--- src/hdl/rcpdm_pkg.sv ---
// ----------------------------------------------------------------------------
// rcpdm_pkg: shared types and constants for the RC-feedback PDM modulator
// Field widths, fixed-point formats, register indexes and the dither
// generator step.
// ----------------------------------------------------------------------------
package rcpdm_pkg;

    // Framing: pulse-density bits per PCM sample, packed into 32-bit words
    localparam int PDM_BITS        = 128;
    localparam int BIT_CNT_W       = $clog2(PDM_BITS);
    localparam int WORD_W          = 32;
    localparam int WPOS_W          = $clog2(WORD_W);
    localparam int WORDS           = PDM_BITS / WORD_W;
    localparam int WIDX_W          = 2;

    // Sample and level formats
    localparam int SAMPLE_W     = 16;
    localparam int TARGET_SHIFT = 13;
    localparam int TARGET_W     = SAMPLE_W + TARGET_SHIFT;
    localparam int DIFF_W       = TARGET_W + 1;
    localparam int ACC_W        = DIFF_W + BIT_CNT_W + 1;
    localparam int DES_W        = TARGET_W + 1;

    // RC filter model
    localparam int FULL_SCALE_LOG2 = 29;
    localparam int DECAY_SHIFT     = 6;
    localparam int V_W             = FULL_SCALE_LOG2 + 1;
    localparam logic [V_W-1:0] RC_STEP      = V_W'(1) << (FULL_SCALE_LOG2 - DECAY_SHIFT);
    localparam logic [V_W-1:0] RC_HALF_STEP = RC_STEP >> 1;
    localparam logic [V_W-1:0] V_MAX        = V_W'(1) << FULL_SCALE_LOG2;

    // Feedback error, saturated to +-2^30
    localparam int ERR_W    = 32;
    localparam int SUM_W    = ERR_W + 2;
    localparam int ERR_BOUND_LOG2 = 30;
    localparam logic signed [SUM_W-1:0] ERR_MAX = SUM_W'(1) <<< ERR_BOUND_LOG2;
    localparam logic signed [SUM_W-1:0] ERR_MIN = -ERR_MAX;

    // Dither
    localparam int SEED_W  = 32;
    localparam int GAIN_W  = 7;
    localparam int DITH_W  = 18;
    localparam int NOISE_W = 25;
    localparam logic [DITH_W-1:0] DITH_OFFSET = DITH_W'(65535);
    localparam logic [SEED_W-1:0] SEED_RESET  = SEED_W'(8266);
    localparam logic [GAIN_W-1:0] GAIN_RESET  = GAIN_W'(32);

    // Configuration port
    localparam int CFG_IDX_W  = 2;
    localparam int CFG_DATA_W = 32;
    localparam logic [CFG_IDX_W-1:0] REG_SIMPLE_THR  = CFG_IDX_W'(0);
    localparam logic [CFG_IDX_W-1:0] REG_DITHER_GAIN = CFG_IDX_W'(1);
    localparam logic [CFG_IDX_W-1:0] REG_PRNG_SEED   = CFG_IDX_W'(2);

    typedef struct packed {
        logic load;
        logic advance;
    } dith_ctrl_t;

    function automatic logic [SEED_W-1:0] xorshift32(input logic [SEED_W-1:0] s);
        logic [SEED_W-1:0] r;
        r = s;
        r = r ^ (r << 13);
        r = r ^ (r >> 17);
        r = r ^ (r << 5);
        return r;
    endfunction

endpackage

--- src/hdl/rcpdm_in_if.sv ---
// ----------------------------------------------------------------------------
// rcpdm_in_if: PCM sample channel
// Valid/ready channel carrying one signed 16-bit sample per word.
// ----------------------------------------------------------------------------
interface rcpdm_in_if import rcpdm_pkg::*; ();
    logic                       valid;
    logic                       ready;
    logic signed [SAMPLE_W-1:0] sample;

    modport source (output valid, output sample, input ready);
    modport sink   (input valid, input sample, output ready);
endinterface

--- src/hdl/rcpdm_out_if.sv ---
// ----------------------------------------------------------------------------
// rcpdm_out_if: PDM word channel
// Valid/ready channel carrying 32 PDM bits with their position in the sample.
// ----------------------------------------------------------------------------
interface rcpdm_out_if import rcpdm_pkg::*; ();
    logic              valid;
    logic              ready;
    logic [WORD_W-1:0] pdm_word;
    logic [WIDX_W-1:0] word_index;
    logic              last_word;

    modport source (output valid, output pdm_word, output word_index, output last_word,
                    input ready);
    modport sink   (input valid, input pdm_word, input word_index, input last_word,
                    output ready);
endinterface

--- src/hdl/rcpdm_dither.sv ---
// ----------------------------------------------------------------------------
// rcpdm_dither: triangular dither source
// xorshift32 generator; each step registers the sum of its two halves,
// re-centred and scaled by the dither gain.
// ----------------------------------------------------------------------------
module rcpdm_dither import rcpdm_pkg::*; (
    input  logic                      clk,
    input  logic                      rst_n,
    input  dith_ctrl_t                ctrl,
    input  logic [SEED_W-1:0]         seed,
    input  logic [GAIN_W-1:0]         gain,
    output logic signed [NOISE_W-1:0] noise
);

    logic [SEED_W-1:0]                state_reg;
    logic [SEED_W-1:0]                state_next;
    logic signed [NOISE_W-1:0]        noise_reg;
    logic signed [DITH_W-1:0]         tri_val;
    logic signed [DITH_W+GAIN_W:0]    product;

    always_comb
    begin
        state_next = xorshift32(state_reg);
        tri_val    = $signed(DITH_W'(state_next[15:0]) + DITH_W'(state_next[31:16])
                             - DITH_OFFSET);
        product    = tri_val * $signed({1'b0, gain});
    end

    always_ff @(posedge clk or negedge rst_n)
    begin
        if (!rst_n)
        begin
            state_reg <= SEED_RESET;
        end
        else
        begin
            if (ctrl.load)
            begin
                state_reg <= seed;
            end
            else if (ctrl.advance)
            begin
                state_reg <= state_next;
            end
        end
    end

    // noise value is payload: no reset
    always_ff @(posedge clk)
    begin
        if (ctrl.advance)
        begin
            noise_reg <= product[NOISE_W-1:0];
        end
    end

    assign noise = noise_reg;

endmodule

--- src/hdl/rc_feedback_pdm_modulator.sv ---
// ----------------------------------------------------------------------------
// rc_feedback_pdm_modulator: error-feedback PDM modulator with TPDF dither
// Turns each PCM sample into 128 pulse-density bits against a model of an RC
// output filter, delivered as four 32-bit words, earliest bit in the MSB.
// ----------------------------------------------------------------------------
//
//  channel  | dir | words per sample | payload
//  ---------+-----+------------------+-------------------------------------
//  pcm      | in  | 1                | sample (s16)
//  pdm      | out | 4                | pdm_word (32), word_index (2), last_word
//  cfg_*    | in  | any, while idle  | cfg_index (2), cfg_wdata (32)
//
// Each sample passes through the accept cycle, a priming cycle for the dither
// and interpolation registers, then the bit loop at one bit per cycle while
// no stall holds it. The rate is set by the loop: each bit needs the RC voltage
// and error left by the one before it, and one shared bit unit evaluates them.
// pcm.ready is high only while the sequencer is idle.
// A full output register holds the bit loop at the last bit of a word until
// the word is taken; no other stall exists.
// Reset clears the RC voltage, error and previous target, loads the seed
// 8266 into the generator and sets the registers to their defaults.
// ----------------------------------------------------------------------------
module rc_feedback_pdm_modulator import rcpdm_pkg::*; (
    input  logic                  clk,
    input  logic                  rst_n,
    input  logic                  cfg_wen,
    input  logic [CFG_IDX_W-1:0]  cfg_index,
    input  logic [CFG_DATA_W-1:0] cfg_wdata,
    rcpdm_in_if.sink              pcm,
    rcpdm_out_if.source           pdm
);

    localparam logic [1:0] ST_IDLE = 2'd0;
    localparam logic [1:0] ST_PREP = 2'd1;
    localparam logic [1:0] ST_RUN  = 2'd2;

    // sequencer and state
    logic [1:0]                state_reg, state_next;
    logic [BIT_CNT_W-1:0]      bit_cnt_reg, bit_cnt_next;
    logic [V_W-1:0]            v_reg, v_next;
    logic signed [ERR_W-1:0]   err_reg, err_next;
    logic [TARGET_W-1:0]       last_target_reg, last_target_next;

    // configuration
    logic                      simple_thr_reg;
    logic [GAIN_W-1:0]         gain_reg;

    // per-sample payload
    logic [TARGET_W-1:0]       target_reg;
    logic signed [DIFF_W-1:0]  diff_reg;
    logic signed [ACC_W-1:0]   acc_reg;
    logic [DES_W-1:0]          desired_reg;
    logic [WORD_W-1:0]         pack_reg;

    // output register
    logic                      out_valid_reg, out_valid_next;
    logic [WORD_W-1:0]         out_word_reg;
    logic [WIDX_W-1:0]         out_index_reg;
    logic                      out_last_reg;

    // control
    logic                      in_fire;
    logic                      word_end;
    logic                      last_bit;
    logic                      stall;
    logic                      run_adv;
    logic                      prep_go;
    logic                      emit;
    dith_ctrl_t                dith_ctrl;
    logic signed [NOISE_W-1:0] noise;

    // interpolation datapath
    logic [TARGET_W-1:0]       target_in;
    logic signed [DIFF_W-1:0]  diff_in;
    logic signed [ACC_W-1:0]   acc_sum;
    logic signed [ACC_W-1:0]   acc_bias;
    logic signed [ACC_W-1:0]   quot;
    logic [DES_W-1:0]          desired_next;

    // bit unit datapath
    logic [V_W-1:0]            v_down;
    logic [V_W-1:0]            v_up;
    logic [V_W-1:0]            thr;
    logic signed [SUM_W-1:0]   lhs;
    logic                      high;
    logic signed [SUM_W-1:0]   err_raw;
    logic signed [SUM_W-1:0]   err_sat;

    assign pcm.ready = (state_reg == ST_IDLE);
    assign in_fire   = pcm.valid && pcm.ready;
    assign word_end  = &bit_cnt_reg[WPOS_W-1:0];
    assign last_bit  = (bit_cnt_reg == BIT_CNT_W'(PDM_BITS - 1));
    // hold the loop at a word boundary while the previous word waits
    assign stall     = word_end && out_valid_reg && !pdm.ready;
    assign run_adv   = (state_reg == ST_RUN) && !stall;
    assign prep_go   = (state_reg == ST_PREP) || (run_adv && !last_bit);
    assign emit      = run_adv && word_end;

    // Target level: (sample + 32768) * 8192, i.e. flip the sign bit and shift
    always_comb
    begin
        target_in = {~pcm.sample[SAMPLE_W-1], pcm.sample[SAMPLE_W-2:0],
                     {TARGET_SHIFT{1'b0}}};
        diff_in   = $signed({1'b0, target_in}) - $signed({1'b0, last_target_reg});
    end

    // Interpolation: acc holds diff * (bit + 1); divide by the bit count with
    // truncation toward zero by biasing negative values before the shift.
    always_comb
    begin
        acc_sum      = acc_reg + {{(ACC_W-DIFF_W){diff_reg[DIFF_W-1]}}, diff_reg};
        acc_bias     = acc_sum + (acc_sum[ACC_W-1] ? ACC_W'(PDM_BITS - 1)
                                                   : ACC_W'(0));
        quot         = acc_bias >>> BIT_CNT_W;
        desired_next = {1'b0, last_target_reg} + quot[DES_W-1:0];
    end

    // Shared bit unit: RC decay, threshold, decision, error update
    always_comb
    begin
        v_down = v_reg - (v_reg >> DECAY_SHIFT);
        v_up   = v_down + RC_STEP;
        // midpoint of up and down is exactly down + half a step
        thr    = simple_thr_reg ? v_reg : (v_down + RC_HALF_STEP);
        lhs    = $signed({{(SUM_W-DES_W){desired_reg[DES_W-1]}}, desired_reg})
               + $signed({{(SUM_W-ERR_W){err_reg[ERR_W-1]}}, err_reg})
               + $signed({{(SUM_W-NOISE_W){noise[NOISE_W-1]}}, noise});
        high   = lhs > $signed({{(SUM_W-V_W){1'b0}}, thr});
        v_next = high ? v_up : v_down;
        err_raw = $signed({{(SUM_W-ERR_W){err_reg[ERR_W-1]}}, err_reg})
                + $signed({{(SUM_W-DES_W){desired_reg[DES_W-1]}}, desired_reg})
                - $signed({{(SUM_W-V_W){1'b0}}, v_next});
        priority if (err_raw > ERR_MAX)
        begin
            err_sat = ERR_MAX;
        end
        else if (err_raw < ERR_MIN)
        begin
            err_sat = ERR_MIN;
        end
        else
        begin
            err_sat = err_raw;
        end
        err_next = err_sat[ERR_W-1:0];
    end

    // Sequencer
    always_comb
    begin
        state_next       = state_reg;
        bit_cnt_next     = bit_cnt_reg;
        last_target_next = last_target_reg;
        unique case (state_reg)
            ST_IDLE:
            begin
                if (in_fire)
                begin
                    state_next = ST_PREP;
                end
            end
            ST_PREP:
            begin
                state_next   = ST_RUN;
                bit_cnt_next = '0;
            end
            ST_RUN:
            begin
                if (run_adv)
                begin
                    bit_cnt_next = bit_cnt_reg + BIT_CNT_W'(1);
                    if (last_bit)
                    begin
                        state_next       = ST_IDLE;
                        last_target_next = target_reg;
                    end
                end
            end
            default:
            begin
                state_next = ST_IDLE;
            end
        endcase
    end

    assign out_valid_next = emit ? 1'b1 : (pdm.ready ? 1'b0 : out_valid_reg);

    assign dith_ctrl.load    = cfg_wen && (cfg_index == REG_PRNG_SEED);
    assign dith_ctrl.advance = prep_go;

    rcpdm_dither u_dither (
        .clk   (clk),
        .rst_n (rst_n),
        .ctrl  (dith_ctrl),
        .seed  (cfg_wdata[SEED_W-1:0]),
        .gain  (gain_reg),
        .noise (noise)
    );

    // Control and filter state
    always_ff @(posedge clk or negedge rst_n)
    begin
        if (!rst_n)
        begin
            state_reg       <= ST_IDLE;
            bit_cnt_reg     <= '0;
            v_reg           <= '0;
            err_reg         <= '0;
            last_target_reg <= '0;
            out_valid_reg   <= 1'b0;
            simple_thr_reg  <= 1'b0;
            gain_reg        <= GAIN_RESET;
        end
        else
        begin
            state_reg       <= state_next;
            bit_cnt_reg     <= bit_cnt_next;
            last_target_reg <= last_target_next;
            out_valid_reg   <= out_valid_next;
            if (run_adv)
            begin
                v_reg   <= v_next;
                err_reg <= err_next;
            end
            if (cfg_wen && (cfg_index == REG_SIMPLE_THR))
            begin
                simple_thr_reg <= cfg_wdata[0];
            end
            if (cfg_wen && (cfg_index == REG_DITHER_GAIN))
            begin
                gain_reg <= cfg_wdata[GAIN_W-1:0];
            end
        end
    end

    // Payload registers
    always_ff @(posedge clk)
    begin
        if (in_fire)
        begin
            target_reg <= target_in;
            diff_reg   <= diff_in;
            acc_reg    <= '0;
        end
        else if (prep_go)
        begin
            acc_reg     <= acc_sum;
            desired_reg <= desired_next;
        end
        if (run_adv)
        begin
            pack_reg <= {pack_reg[WORD_W-2:0], high};
        end
        if (emit)
        begin
            out_word_reg  <= {pack_reg[WORD_W-2:0], high};
            out_index_reg <= bit_cnt_reg[WPOS_W +: WIDX_W];
            out_last_reg  <= last_bit;
        end
    end

    assign pdm.valid      = out_valid_reg;
    assign pdm.pdm_word   = out_word_reg;
    assign pdm.word_index = out_index_reg;
    assign pdm.last_word  = out_last_reg;

    // A new word never lands on one that is still waiting
    a_no_overwrite: assert property (@(posedge clk) disable iff (!rst_n)
        emit |-> !(out_valid_reg && !pdm.ready))
        else $error("word emitted over an untaken word");

    // The final word of a sample carries the last index
    a_last_index: assert property (@(posedge clk) disable iff (!rst_n)
        (pdm.valid && pdm.last_word) |-> (pdm.word_index == WIDX_W'(WORDS - 1)))
        else $error("last_word on wrong word_index");

    // An accepted sample primes the dither before its first bit
    a_prep_follows: assert property (@(posedge clk) disable iff (!rst_n)
        in_fire |=> (state_reg == ST_PREP))
        else $error("accepted sample not followed by priming cycle");

    // Error stays within its saturation bounds
    a_err_bound: assert property (@(posedge clk) disable iff (!rst_n)
        ($signed({{(SUM_W-ERR_W){err_reg[ERR_W-1]}}, err_reg}) <= ERR_MAX) &&
        ($signed({{(SUM_W-ERR_W){err_reg[ERR_W-1]}}, err_reg}) >= ERR_MIN))
        else $error("feedback error out of bounds");

    // RC voltage never passes full scale
    a_v_bound: assert property (@(posedge clk) disable iff (!rst_n)
        v_reg <= V_MAX)
        else $error("RC voltage above full scale");

endmodule

--- src/flat_wrapper.sv ---
// flat-port wrapper written by rule: the top's interface ports become plain ports
module rc_feedback_pdm_modulator_flat import rcpdm_pkg::*;
  (clk, rst_n, cfg_wen, cfg_index, cfg_wdata, pcm_valid, pcm_sample, pcm_ready, pdm_valid, pdm_pdm_word, pdm_word_index, pdm_last_word, pdm_ready);
  rcpdm_in_if pcm_i ();
  rcpdm_out_if pdm_i ();
  input  logic clk;
  input  logic rst_n;
  input  logic cfg_wen;
  input  logic [CFG_IDX_W-1:0] cfg_index;
  input  logic [CFG_DATA_W-1:0] cfg_wdata;
  input wire logic [$bits(pcm_i.valid)-1:0] pcm_valid;
  input wire logic [$bits(pcm_i.sample)-1:0] pcm_sample;
  output wire logic [$bits(pcm_i.ready)-1:0] pcm_ready;
  output wire logic [$bits(pdm_i.valid)-1:0] pdm_valid;
  output wire logic [$bits(pdm_i.pdm_word)-1:0] pdm_pdm_word;
  output wire logic [$bits(pdm_i.word_index)-1:0] pdm_word_index;
  output wire logic [$bits(pdm_i.last_word)-1:0] pdm_last_word;
  input wire logic [$bits(pdm_i.ready)-1:0] pdm_ready;
  assign pcm_i.valid = pcm_valid;
  assign pcm_i.sample = pcm_sample;
  assign pcm_ready = pcm_i.ready;
  assign pdm_valid = pdm_i.valid;
  assign pdm_pdm_word = pdm_i.pdm_word;
  assign pdm_word_index = pdm_i.word_index;
  assign pdm_last_word = pdm_i.last_word;
  assign pdm_i.ready = pdm_ready;
  rc_feedback_pdm_modulator u_core (.clk(clk), .rst_n(rst_n), .cfg_wen(cfg_wen), .cfg_index(cfg_index), .cfg_wdata(cfg_wdata), .pcm(pcm_i), .pdm(pdm_i));
endmodule
--- config.mk ---
export PLATFORM = sky130hd
export DESIGN_NAME = rc_feedback_pdm_modulator_flat
export DESIGN_NICKNAME = d
export VERILOG_FILES = /design/src/hdl/rcpdm_pkg.sv /design/src/hdl/rcpdm_in_if.sv /design/src/hdl/rcpdm_out_if.sv /design/src/hdl/rcpdm_dither.sv /design/src/hdl/rc_feedback_pdm_modulator.sv /design/src/flat_wrapper.sv
export SDC_FILE = /design/constraint.sdc
export NUM_CORES = 1
export LEC_CHECK = 0
export BUFFER_PORTS_ARGS = -buffer_cell sky130_fd_sc_hd__buf_2
export CAP_MARGIN = 20
export CORE_ASPECT_RATIO = 1.75
export CORE_MARGIN = 4
export CORE_UTILIZATION = 60
export CTS_BUF_LIST = sky130_fd_sc_hd__clkbuf_4 sky130_fd_sc_hd__clkbuf_8
export DETAILED_ROUTE_END_ITERATION = 10
export PLACE_DENSITY = 0.76
export SETUP_SLACK_MARGIN = 0.3
export SYNTH_ARGS = -nofsm -noshare
export SYNTH_HDL_FRONTEND = slang
export SYNTH_SLANG_ARGS = --single-unit
--- constraint.sdc ---
create_clock -name clk -period 9.3 [get_ports clk]
set_input_delay 0.93 -clock clk [delete_from_list [all_inputs] [get_ports clk]]
set_output_delay 0.93 -clock clk [all_outputs]
set_load 0.03 [all_outputs]
==> results of run 1 <==
-- synth_stat cells (5+ instances only) --
library cell	instances	area, sq um
a2111oi_0	7	61.3
a211oi_1	23	173
a21boi_0	17	128
a21o_1	82	616
a21oi_1	207	1040
a22o_1	29	254
a31oi_1	24	150
and2_1	80	500
and3_1	26	163
clkbuf_1	60	225
dfrtp_1	123	3080
dfstp_2	5	131
dfxtp_1	24	480
edfxtp_1	148	4440
fa_1	102	2040
ha_1	269	3370
inv_1	253	950
mux2_2	11	124
mux2i_1	32	320
nand2_1	240	901
nand2b_1	17	106
nand3_1	35	175
nand3b_1	8	60.1
nand4_1	17	106
nor2_1	220	826
nor2b_1	26	163
nor3_1	44	220
nor3b_1	5	37.5
nor4_1	8	50.1
o211a_1	6	60.1
o211ai_1	21	158
o21a_1	30	225
o21ai_0	135	676
o21ai_1	16	80.1
o21bai_1	22	165
o31ai_1	6	45.0
o41ai_1	5	43.8
or2_2	12	75.1
or3_1	18	113
xnor2_1	184	1610
xor2_1	66	578
-- worst reg2reg max path: cells and delay by family, from the launching register on --
| kind | cells | cell delay [ns] |
|---|---|---|
| buffers and inverters | 7 | 1.12 |
| adders and majority gates | 4 | 1.38 |
| and+or+nand+nor | 11 | 1.67 |
| xor gates and xnor gates | 3 | 0.68 |
| AOI/OAI and AO/OA | 22 | 3.63 |
| DFF | 1 | 0.42 |
-- cell families (layout without fill, tap and decap cells) --
kind of cell / count (synthesis) / after routing / share of synthesized area, %
xor+xnor: 250 / 250 / 8.60
mux: 43 / 43 / 1.74
simple gates: 771 / 771 / 14.2
flops: 300 / 300 / 31.9
fa+ha+maj: 371 / 371 / 21.2
other cells: 0 / 1 / 0
buf+inv: 321 / 553 / 4.79
compound gates: 688 / 688 / 17.5
-- per-stage QoR --
step           utilization, %  area [sq um]  TNS, ns
6_report                 69.2         29000        0
5_1_grt                  69.2         29000   -0.791
4_1_cts                  67.7         28300        0
3_5_place_dp             64.2         26900  -0.0286
3_3_place_gp             64.2         26900        0
2_1_floorplan               -         25500        0
-- metal layers --
layer	vias up	track usage, %	routed length, microns
li1	10000	-	-
met1	10100	28.7	23400
met2	589	56.0	36400
met3	256	3.22	2270
met4	0	21.4	5950
met5	-	0	0
-- area by class of cell --
| type | count | area (sq um) |
|---|---|---|
| multi-input cells | 2123 | 16600 |
| fillers | 3339 | 12900 |
| flip-flops and latches | 300 | 8140 |
| repair buffers | 211 | 1510 |
| inverters | 254 | 953 |
| clock buffers | 66 | 821 |
| well taps | 555 | 694 |
| clock inverters | 22 | 265 |
| diodes | 1 | 2.50 |
-- worst paths after layout --
check                                                     start                                      to  slack (ns)
worst max-delay path            u_core.desired_reg[7]$_DFFE_PP_          u_core.err_reg[15]$_DFFE_PN0P_        0.33
worst min-delay path                                      rst_n  u_core.last_target_reg[25]$_DFFE_PN0P_        0.24
worst max register to register  u_core.desired_reg[7]$_DFFE_PP_          u_core.err_reg[15]$_DFFE_PN0P_        0.33
worst min register to register    u_core.pack_reg[30]$_DFFE_PP_       u_core.pdm.pdm_word[31]$_DFFE_PP_        0.43
max in group asynchronous                                 rst_n             u_core.v_reg[2]$_DFFE_PN0P_        7.59
min in group clk                  u_core.pack_reg[30]$_DFFE_PP_       u_core.pdm.pdm_word[31]$_DFFE_PP_        0.43
-- layout by cell type (no fill, tap or decap), types with 21 or more instances in the layout --
cell and instances:
ha_1 259, inv_1 251, nand2_1 238, nor2_1 217
a21oi_1 199, xnor2_1 175, edfxtp_1 148, o21ai_0 125
dfrtp_1 122, fa_1 101, buf_4 95, buf_2 90
a21o_1 82, and2_1 78, xor2_1 62, clkbuf_8 52
nor3_1 42, nand3_1 35, o21a_1 30, mux2i_1 30
a22o_1 29, and3_1 26, nor2b_1 26, o21ai_1 24
dfxtp_1 24, o211ai_1 21, o21bai_1 21, buf_6 21
-- timing repair --
item / 4_1_cts / 5_1_grt
hold buffers: 0 / 0
pin swaps: 20 / 63
setup buffers: 32 / 19
cloned: 1 / 1
gates resized for setup: 23 / 95
endpoints found under the setup margin: 31 / 35
==> impl_metrics.csv, run 1 <==
group,metric,value,unit
status,run_status,"finished clean",
synth,synth.avg_cell_area,9.28,sq um
floorplanning,ioPinCount,92,
synth,synth_flop_cell,"edfxtp_1",
drt,viasPerCell,5.92,
drt,wire_per_inst,19.3,microns
clock_tree,cts_buffer_depth,3,
drt,antenna_left,0,
grt,track_usage,29.4,%
worst_setup_path,cpLargestDelayFamily,"compound AO/OA/AOI/OAI gates",
worst_setup_path,worstSetupEndpointType,"flop",
drt,first_pass_iters,5,
synth,ys_seq_area_share,31.9,%
worst_setup_path,worstPathRequired,9.87,ns
grt,grt_pass1_vias,21900,
timing,hold_viol,0,
placed_design,portBuffers,91,
worst_setup_path,cp_num_cells,47,
drt,drc,0,
timing,max_freq,112,MHz
drt,routed_wl,68000,microns
floorplanning,die-area,45900,sq um
worst_setup_path,slowest_stage,"edfxtp_1",
grt,grt_pass1_wl,108000,microns
grt,grt_max_degree,73,
clock_tree,cts_tree,"built",
placed_design,gp_congestion,0.992,
placed_design,placed_cells,3390,
grt,grt_overflow_total,0,
synth,ys_seq_elements,300,
timing,drv_slew,0,
clock_tree,clkTransAtPathRegs,0.08,ns
drt,via_count,20900,
placed_design,place_hpwl,52500,microns
floorplanning,chipWidth,164,microns
clock_tree,clockRootBuffer,"clkbuf_8",
worst_setup_path,path_buf_inv,7,
timing,setup_viol,0,
timing,fin_crit,8.97,ns
floorplanning,die_h,281,microns
placed_design,place_ws,-0.0286,ns
timing,finalCritPeriodShare,96.4,%
clock_tree,numCtsBuffers,47,
finish,synthToLayoutAreaGrowth,13.7,%
timing,layout_setup_ws,0.335,ns
floorplanning,num_rows,99,
worst_setup_path,worst-path-max-fanout,7,
hold_path,hold_class,"input port to async pin",
worst_setup_path,reg2reg_depth,47,
timing,skew,0.0633,ns
synth,synth-async-reset-ratio,42.7,%
timing,worst_pin_slew,1.02,ns
clock_tree,h-tree-depth,2,
finish,final_net_count,3363,
finish,drive_gt1_share,14.1,%
clock_tree,clock_latency,0.65,ns
timing,slew_headroom,31.8,%
clock_tree,cts.sinks,300,
timing,rsz0062_at_grt,"yes",
worst_setup_path,start_kind,"flop",
synth,synth-edff-count,148,
worst_setup_path,slowest_delay,0.42,ns
finish,finalNonFillerCells,3532,
run,drv_cap,0,
synth,synth_area,25500,sq um
timing,worst_hold_slack,0.241,ns
synth,synth_fp_nets,3170,
synth,ys_types,84,
worst_setup_path,worstPathArrival,9.54,ns
synth,synth_warnings,0,
floorplanning,core,41900,sq um
worst_setup_path,crit_type,"flop to flop",
floorplanning,start_util,60.8,%
drt,drtIter0Drc,1254,
grt,antenna_found_initial,1,
synth,syn_inst,2744,
Power of run 1 is left out: the tool's default activity adds up to more than one toggle a clock period on the data nets, which glitch-free logic cannot reach.
==> run 2: changes to the inputs <==
ABC_AREA = 1   (was unset)
CORE_ASPECT_RATIO = 1.1   (was 1.75)
PLACE_DENSITY = 0.75   (was 0.76)
==> impl_metrics.csv, run 2 <==
group,metric,value,unit
floorplanning,ioPinCount,92,
clock_tree,clockRootBuffer,"clkbuf_8",
floorplanning,die_h,232,microns
synth,synth_warnings,0,
timing,rsz0062_at_grt,"no",
drt,drc,0,
synth,synth_area,27300,sq um
timing,tns,0,ns
worst_setup_path,start_kind,"flop",
grt,grt_max_degree,85,
drt,first_pass_iters,6,
clock_tree,h-tree-depth,2,
synth,ys_seq_area_share,29.8,%
finish,drive_gt1_share,7.48,%
worst_setup_path,r2r_setup_slack,1.04,ns
clock_tree,cts_tree,"built",
synth,synth_area_leaders,"edfxtp_1 16%, ha_1 12%, nand2_1 12%",
grt,track_usage,30.9,%
worst_setup_path,worstPathArrival,8.82,ns
synth,yosys-top-cells-count,"885 x nand2_1, 518 x inv_1, 355 x nor2_1",
clock_tree,cts_resized,0,
drt,via_count,24100,
grt,grt_overflow_total,0,
drt,antenna_left,0,
clock_tree,ctsHoldBuffers,0,
grt,met3_usage,3.76,%
timing,max_freq,121,MHz
synth,syn_inst,3564,
worst_setup_path,crit_type,"flop to flop",
grt,antenna_found_initial,0,
worst_setup_path,crit_top_cell,"nand2_1",
run,drv_cap,0,
finish,layout_commonest_cell,"nand2_1",
finish,antenna_cells,0,
timing,fin_crit,8.26,ns
timing,worst_pin_slew,0.989,ns
clock_tree,clock_latency,0.70,ns
floorplanning,num_rows,81,
synth,synth.most_common_cell,"nand2_1",
worst_setup_path,crit_end,"u_core.err_reg[8]$_DFFE_PN0P_",
synth,ys_types,58,
timing,slew_headroom,34.1,%
timing,hold_viol,0,
drt,wire_per_inst,17.5,microns
grt,grt_use_met1,39.5,%
synth,synth_largest_area_cell,"edfxtp_1",
synth,synth.avg_cell_area,7.65,sq um
finish,final_cell_mix,"885 x nand2_1, 517 x inv_1, 354 x nor2_1",
worst_setup_path,slowest_stage,"o21bai_4",
synth,synth-async-reset-ratio,42.7,%
drt,routed_wl,75400,microns
drt,viasPerCell,5.61,
synth,synth_flop_cell,"edfxtp_1",
synth,synth_top_area_share,16.3,%
synth,synth-edff-count,148,
finish,final_net_count,4098,
timing,finalCritPeriodShare,88.8,%
clock_tree,numCtsBuffers,52,
timing,worst_hold_slack,0.274,ns
finish,synthToLayoutAreaGrowth,8.07,%
floorplanning,die-area,48900,sq um
timing,setup_viol,0,
worst_setup_path,r2r-end,"u_core.err_reg[8]$_DFFE_PN0P_",
clock_tree,clkTransAtPathRegs,0.06,ns
worst_setup_path,worstPathRequired,9.86,ns
floorplanning,start_util,61.0,%
clock_tree,cts.sinks,300,
drt,drtIter0Drc,1678,
grt,grt_pass1_wl,123000,microns
worst_setup_path,startpoint,"u_core.desired_reg[6]$_DFFE_PP_",
synth,synth_fp_nets,3990,
worst_setup_path,worstSetupEndpointType,"flop",
synth,ys_seq_elements,300,
placed_design,place_hpwl,60900,microns
clock_tree,postCtsSetupBuffers,0,
worst_setup_path,reg2reg_depth,45,
worst_setup_path,worst-path-max-fanout,30,
floorplanning,core,44700,sq um
status,run_status,"finished clean",
timing,skew,0.0744,ns
timing,drv_slew,0,
grt,grt.busiest_layer,"met2",
grt,grt_pass1_vias,23900,
clock_tree,cts_buffer_depth,3,
placed_design,gp_congestion,1.04,
worst_setup_path,r2r_start,"u_core.desired_reg[6]$_DFFE_PP_",
floorplanning,chipWidth,211,microns
placed_design,portBuffers,91,
hold_path,hold_class,"input port to async pin",
worst_setup_path,slowest_delay,0.80,ns
grt,grtUsageMet2,53.3,%
## run 2: stage by stage
step	setup WS, ns	instance area [sq um]	std cells	util [%]
2_1_floorplan	2.78	27300	3564	-
3_3_place_gp	1.49	28300	4199	63.4
5_1_grt	0.399	29500	4297	65.9
4_1_cts	1.17	29500	4297	65.9
3_5_place_dp	1.19	28300	4199	63.4
6_report	1.04	29500	4297	65.9
## run 2: worst min-delay path by stage
stage	to	slack, ns
floorplan	u_core.pdm.pdm_word[31]$_DFFE_PP_	0.40
global placement	u_core.pdm.pdm_word[31]$_DFFE_PP_	0.42
detailed placement	u_core.pack_reg[19]$_DFFE_PP_	0.43
CTS	u_core.last_target_reg[24]$_DFFE_PN0P_	0.28
global route	u_core.last_target_reg[22]$_DFFE_PN0P_	0.30
finish	u_core.last_target_reg[24]$_DFFE_PN0P_	0.27
## run 2: cell families after synthesis
kind of cell | count (synthesis) | share of synthesized area (%)
AND/OR/NAND/NOR | 1542 | 23.6
buffers and inverters | 577 | 8.05
AO/OA/AOI/OAI | 536 | 11.0
adder cells (fa/ha/maj) | 371 | 19.8
flip-flops | 300 | 29.8
XOR/XNOR | 237 | 7.61
multiplexers | 1 | 0.0413
## run 2: layer usage
layer	part of all wire [%]	routed length, microns
met4	4.9	3720
met2	48	36300
met3	5.3	4000
met5	0	0
met1	42	31400
## run 2: layout make-up
type	instances	area, sq um
clock buffers	71	896
flip-flops and latches	300	8130
inverters	526	1970
well taps	581	727
repair buffers	105	567
fillers	3834	15200
clock inverters	27	224
multi-input cells	2687	16900
## run 2: critical path: cells and delay by family (launching register included)
kind	cells	cell delay, ns
fa+ha+maj	5	1.77
compound gates	6	1.67
xor+xnor	2	0.58
simple gates	30	3.70
buf+inv	2	0.11
flops	1	0.37
Power of run 2 is left out for the same reason.
